--- src/hw/rtl/mrbrh_pkg.sv ---
// Shared types and constants of the multi-resolution byte-rate history block.
// Used by mrbrh_ticks and multi_resolution_byte_rate_history; depends on nothing.
package mrbrh_pkg;

  // Sizes of the interface table and the history ring.
  localparam int unsigned NumIfaces = 8;
  localparam int unsigned NumRes    = 4;
  localparam int unsigned HistDepth = 1024;

  // Field widths.
  localparam int unsigned IfaceW  = 3;
  localparam int unsigned ResW    = 2;
  localparam int unsigned SlotW   = $clog2(HistDepth);
  localparam int unsigned PeriodW = 17;
  localparam int unsigned CountW  = 64;
  localparam int unsigned CfgIdxW = 2;

  // Stream payload widths, rounded up to whole bytes.
  localparam int unsigned InBits   = IfaceW + 2 * CountW;
  localparam int unsigned InDataW  = ((InBits + 7) / 8) * 8;
  localparam int unsigned OutBits  = IfaceW + ResW + SlotW + 2 * CountW;
  localparam int unsigned OutDataW = ((OutBits + 7) / 8) * 8;

  // Register reset values.
  localparam logic [PeriodW-1:0] Period1Reset = PeriodW'(60);
  localparam logic [PeriodW-1:0] Period2Reset = PeriodW'(3600);
  localparam logic [PeriodW-1:0] Period3Reset = PeriodW'(86400);

  // Resolution 0 records on every tick.
  localparam logic [PeriodW-1:0] FinestPeriod = PeriodW'(1);

  // Configuration register indexes.
  typedef enum logic [CfgIdxW-1:0] {
    CfgPeriod1 = 2'd0,
    CfgPeriod2 = 2'd1,
    CfgPeriod3 = 2'd2
  } cfg_idx_e;

  // Item kinds carried in tuser.
  typedef enum logic {
    OpPrime  = 1'b0,
    OpSample = 1'b1
  } op_e;

  // Periods of all resolutions, indexed by resolution.
  typedef logic [NumRes-1:0][PeriodW-1:0] period_vec_t;

endpackage

--- src/hw/rtl/mrbrh_ticks.sv ---
// Shared tick counters, one per resolution, and the due mask derived from them.
// Depends on mrbrh_pkg.
module mrbrh_ticks
  import mrbrh_pkg::*;
(
  input  logic                 clk_i,
  input  logic                 rst_ni,
  input  logic                 advance_i,
  input  period_vec_t          period_i,
  output logic [NumRes-1:0]    due_o
);

  logic [NumRes-1:0][PeriodW-1:0] tick_q, tick_d;

  // A resolution is due while its counter stands at zero.
  always_comb begin
    for (int r = 0; r < NumRes; r++) begin
      due_o[r] = (tick_q[r] == '0);
    end
  end

  // Increment, clearing on reaching the period or on wrapping.
  always_comb begin
    logic [PeriodW-1:0] t;
    t = '0;
    tick_d = tick_q;
    for (int r = 0; r < NumRes; r++) begin
      t = tick_q[r] + PeriodW'(1);
      if (t >= period_i[r] || t == '0) begin
        t = '0;
      end
      if (advance_i) begin
        tick_d[r] = t;
      end
    end
  end

  always_ff @(posedge clk_i or negedge rst_ni) begin
    if (!rst_ni) begin
      tick_q <= '0;
    end else begin
      tick_q <= tick_d;
    end
  end

endmodule

--- config.mk ---
export PLATFORM = sky130hd
export DESIGN_NAME = mrbrh_ticks
export DESIGN_NICKNAME = d
export VERILOG_FILES = /design/src/hw/rtl/mrbrh_pkg.sv /design/src/hw/rtl/mrbrh_ticks.sv
export SDC_FILE = /design/constraint.sdc
export NUM_CORES = 1
export LEC_CHECK = 0
export BUFFER_PORTS_ARGS = -buffer_cell sky130_fd_sc_hd__buf_4
export CAP_MARGIN = 25
export CORE_MARGIN = 2
export CORE_UTILIZATION = 60
export DETAILED_ROUTE_END_ITERATION = 8
export HOLD_SLACK_MARGIN = 0.12
export PLACE_DENSITY = 0.91
export REMOVE_ABC_BUFFERS = 1
export SKIP_LAST_GASP = 1
export SYNTH_ARGS = -nofsm -noshare
export SYNTH_HDL_FRONTEND = slang
export SYNTH_SLANG_ARGS = --single-unit
--- constraint.sdc ---
create_clock -name clk_i -period 4.2 [get_ports clk_i]
set_clock_uncertainty 0.1 [all_clocks]
set_input_delay 0.63 -clock clk_i [delete_from_list [all_inputs] [get_ports clk_i]]
set_output_delay 0.63 -clock clk_i [all_outputs]
set_load 0.02 [all_outputs]
==> tab_implementation.tex <==
\begin{tabular}{lr}
\hline
Metric & Value \\
\hline
\multicolumn{2}{l}{\textbf{Power}} \\
Register share of total power & around 36\% \\
Switching Share & between 40\% and 50\% \\
Gate power share & between 40 and 50\% \\
Peak VDD IR & roughly 0.29 mV \\
Post-route total power & 2.97 mW \\
Leak & just under 4 nW \\
Pwr Density & 399 nW/µm² \\
Part of the power in the clock network & between 20\% and 30\% \\
Net switching power of the design & between 1 and 1.5 mW \\
Internal power & roughly 1.7 mW \\
\multicolumn{2}{l}{\textbf{Placement}} \\
Post-DP Area & 7210 µm² \\
Count of buffers from port buffering & 74 \\
Routability congestion estimate from global placement & just under 1 \\
Dpl hpwl & $\sim$12 mm \\
Cell total after placement & 999 \\
\multicolumn{2}{l}{\textbf{Layout}} \\
Number of flip-flops under the largest register name & between 60 and 70 \\
Net count, final & about 1.0k \\
Fraction of layout instances using a drive strength above 1 & between 10\% and 20\% \\
Fillers & 829 \\
Largest reg by FF count & tick\_q \\
Largest regs & tick\_q: 68 flops \\
P\&R area growth vs syn & 13.1\% \\
Count of antenna diodes in the layout & 0 \\
Post-layout instance count excluding filler cells & around 1.0k \\
Final instance area & around 7400 µm² \\
Commonest non-fill, non-tap cell in the layout & inv\_1 \\
Top library cells by usage in the layout, fill and taps aside & 116 x inv\_1, 87 x buf\_4, 80 x ha\_1 \\
\multicolumn{2}{l}{\textbf{STA}} \\
Highest attainable clock frequency & between 200 and 300 MHz \\
Final period utilization & between 90 and 100\% \\
Time the worst path needs with I/O delays and setup & slightly below 4 ns \\
Hold Fails Final Rpt & 0 \\
Setup TNS & 0 ns \\
Final setup violation count & 0 \\
Actual transition at the worst max-transition pin & between 0.8 and 0.9 ns \\
Relative slew slack & between 40\% and 50\% \\
Final slew viol count & 0 \\
Setup repair after global routing missed its margin & no \\
\multicolumn{2}{l}{\textbf{Setup path}} \\
Arrival time of the worst setup path & 4.09 ns \\
Destination of the worst register-to-register timing path & tick\_q[51] \\
Worst path cell trace & ha\_1, and4\_1, nand4\_1, or3\_1, nand2\_1, ha\_1, a21o\_1, a21o\_1, a211oi\_1, o221a\_2, nand2\_2, a41o\_1, mux2i\_1 \\
Crit path required time & 4.36 ns \\
Crit Path Category & reg2reg \\
Kind of end point of the critical path & flip-flop \\
Worst Reg-to-Reg Cells & 13 \\
CP max stage delay & $\sim$0.47 ns \\
Worst-case register-to-register setup slack & between 0.2 and 0.3 ns \\
Critical path launch point & tick\_q[51] \\
Type of origin of the critical path & flip-flop \\
Biggest fanout along the worst timing path & 11 \\
Slowest cell on crit path & dfrtp\_1 \\
Startpoint of the worst register-to-register path & tick\_q[51] \\
\multicolumn{2}{l}{\textbf{Global route}} \\
Vias in the first global route & 6007 \\
Largest net degree at the start of global routing & 69 \\
Global Route Usage Sum & $\sim$29\% \\
First-pass GRT wire length & between 20 and 30 mm \\
Number of antenna violations at the first check in global routing & 0 \\
Overflow left after global routing & 0 \\
\multicolumn{2}{l}{\textbf{Floorplan}} \\
Boundary Pins & between 70 and 80 \\
Initial Utilization & roughly 61\% \\
Horizontal extent of the die & between 100 and 150 µm \\
Die area & 11800 µm² \\
Core Footprint & $\sim$11000 µm² \\
Die Y & around 110 µm \\
Number of placement rows & 38 \\
\multicolumn{2}{l}{\textbf{Yosys}} \\
Post-synth EDFFs & 0 \\
Sequential fraction of the synthesis area & around a quarter \\
FFs w/ async S/R, synth & 100\% \\
Synth Flop Type & dfrtp\_1 \\
Synth Area in Compound Gates & approximately 19\% \\
Syn Area/Cell & 8.09 µm² \\
Synth cell types & between 60 and 70 \\
Largest cells by area after synthesis & dfrtp\_1 26\%, ha\_1 15\%, inv\_1 6.6\%, xnor2\_1 4.9\%, nand2\_1 3.3\% \\
Post-synthesis cell count & 813 \\
Post-synthesis share of cell area spent on and, or, nand and nor gates & around 22\% \\
Adder-Cell Fraction of Synth Area & approximately 15\% \\
Cell accounting for the most synthesized area & dfrtp\_1 \\
Largest family of logic cells by synthesized area & simple AND/OR/NAND/NOR gates \\
Parity-gate share of the synthesized area counting xor and xnor cells & $\sim$7.3\% \\
Syn. warnings & 0 \\
Multiplexer share of the synthesized area & around 1.0\% \\
Syn Std Cell Area & 6580 µm² \\
Number of flip-flops and latches in the synthesized netlist & 68 \\
Area fraction of the dominant cell type after synthesis & roughly 26\% \\
\multicolumn{2}{l}{\textbf{Route}} \\
Pre-Repair DR Iteration Count & 5 \\
Routed length per instance & roughly 16 µm \\
Vias & 6237 \\
Starting DRT DRC Count & 493 \\
Final routed DRC violation total & 0 \\
Via density per instance & 6.14 \\
DRT antenna net count & 0 \\
Final Routed Wirelength & $\sim$16 mm \\
\multicolumn{2}{l}{\textbf{Clock network}} \\
Count of buffers added by post-CTS timing repair for setup & 0 \\
CTS tree & built \\
Num CTS Buffers & 9 \\
Insertion delay of the later-clocked pin in the worst-skew pair & roughly 0.35 ns \\
Sinks on the clock net & 68 \\
Clock transition at the registers of the reported paths & approximately 0.070 ns \\
Buffer cell driving the clock tree root & clkbuf\_8 \\
H-tree levels & 3 \\
Buffer levels on the longest clock path & 2 \\
Post-CTS Hold Buffers & 0 \\
\multicolumn{2}{l}{\textbf{Worst hold path}} \\
Tightest Hold Check Type & in2async \\
\multicolumn{2}{l}{\textbf{Run}} \\
Number of max-cap violations & 0 \\
\multicolumn{2}{l}{\textbf{Run status}} \\
Outcome & completed \\
\hline
\end{tabular}
[synthesized netlist by cell type, types with 24 or more instances]
library cell,count
clkbuf_1,32
xnor2_1,37
o21ai_0,40
dfrtp_1,68
a21o_1,24
ha_1,80
nand2_1,57
nor4_1,26
inv_1,116
nor2_1,39
nand4_1,30
a21oi_1,25
nand3_1,35
[cell families after synthesis]
kind of cell    Yosys count
simple gates            266
compound gates          180
buf+inv                 158
fa+ha+maj                80
flops                    68
xor+xnor                 55
mux                       6
[worst max-delay path by stage]
stage,end,slack [ns],cells after the start
finish,tick_q[51],0.28,13
global route,tick_q[51],0.08,13
CTS,tick_q[51],0.23,13
detailed placement,tick_q[11],0.27,14
global placement,tick_q[51],0.41,13
floorplan,tick_q[12],-0.08,12
[timing repair]
action,CTS,global route
resized for setup,0,3
hold endpoints to repair,0,0
setup endpoints to repair,0,7
[power by group through the flow]
stage               registers, mW  clock network, mW  logic, mW
floorplan                   0.998                  0      0.897
global placement             1.04                  0       1.23
detailed placement           1.05                  0       1.28
CTS                          1.04              0.609       1.30
global route                 1.08              0.632       1.49
finish                       1.05              0.602       1.31
[critical path: cells and delay by family (launching register included)]
kind / cells / cell delay [ns]
AOI/OAI and AO/OA: 5 / 1.28
and+or+nand+nor: 5 / 1.26
adders and majority gates: 2 / 0.56
DFF: 1 / 0.47
muxes: 1 / 0.17
[metrics by stage]
step	worst slack [ns]	hold WS (ns)	utilization (%)
after floorplan	-0.0758	0.234	-
after global placement	0.411	0.441	66.8
after detailed placement	0.270	0.444	66.8
after CTS	0.233	0.320	68.8
after global routing	0.0809	0.356	68.9
final	0.277	0.287	68.9
[final cells by class]
| class | count | area [µm²] | area share [%] |
|---|---|---|---|
| multi-input combinational | 587 | 4250 | 57.2 |
| inverter | 117 | 439 | 5.90 |
| timing repair buffer | 87 | 653 | 8.78 |
| tap | 140 | 175 | 2.35 |
| sequential | 68 | 1700 | 22.9 |
| clock buffer | 12 | 145 | 1.95 |
| clock inverter | 4 | 72.6 | 0.975 |
[layer usage]
layer | share of wire, % | vias up | track usage (%)
met4 | 2.8 | 0 | 12.7
met2 | 49 | 282 | 48.6
met5 | 0 | - | 0
met3 | 6.2 | 44 | 4.30
met1 | 42 | 2887 | 36.6
li1 | - | 3024 | -
Note: power is estimated with default switching activity, not from simulation.
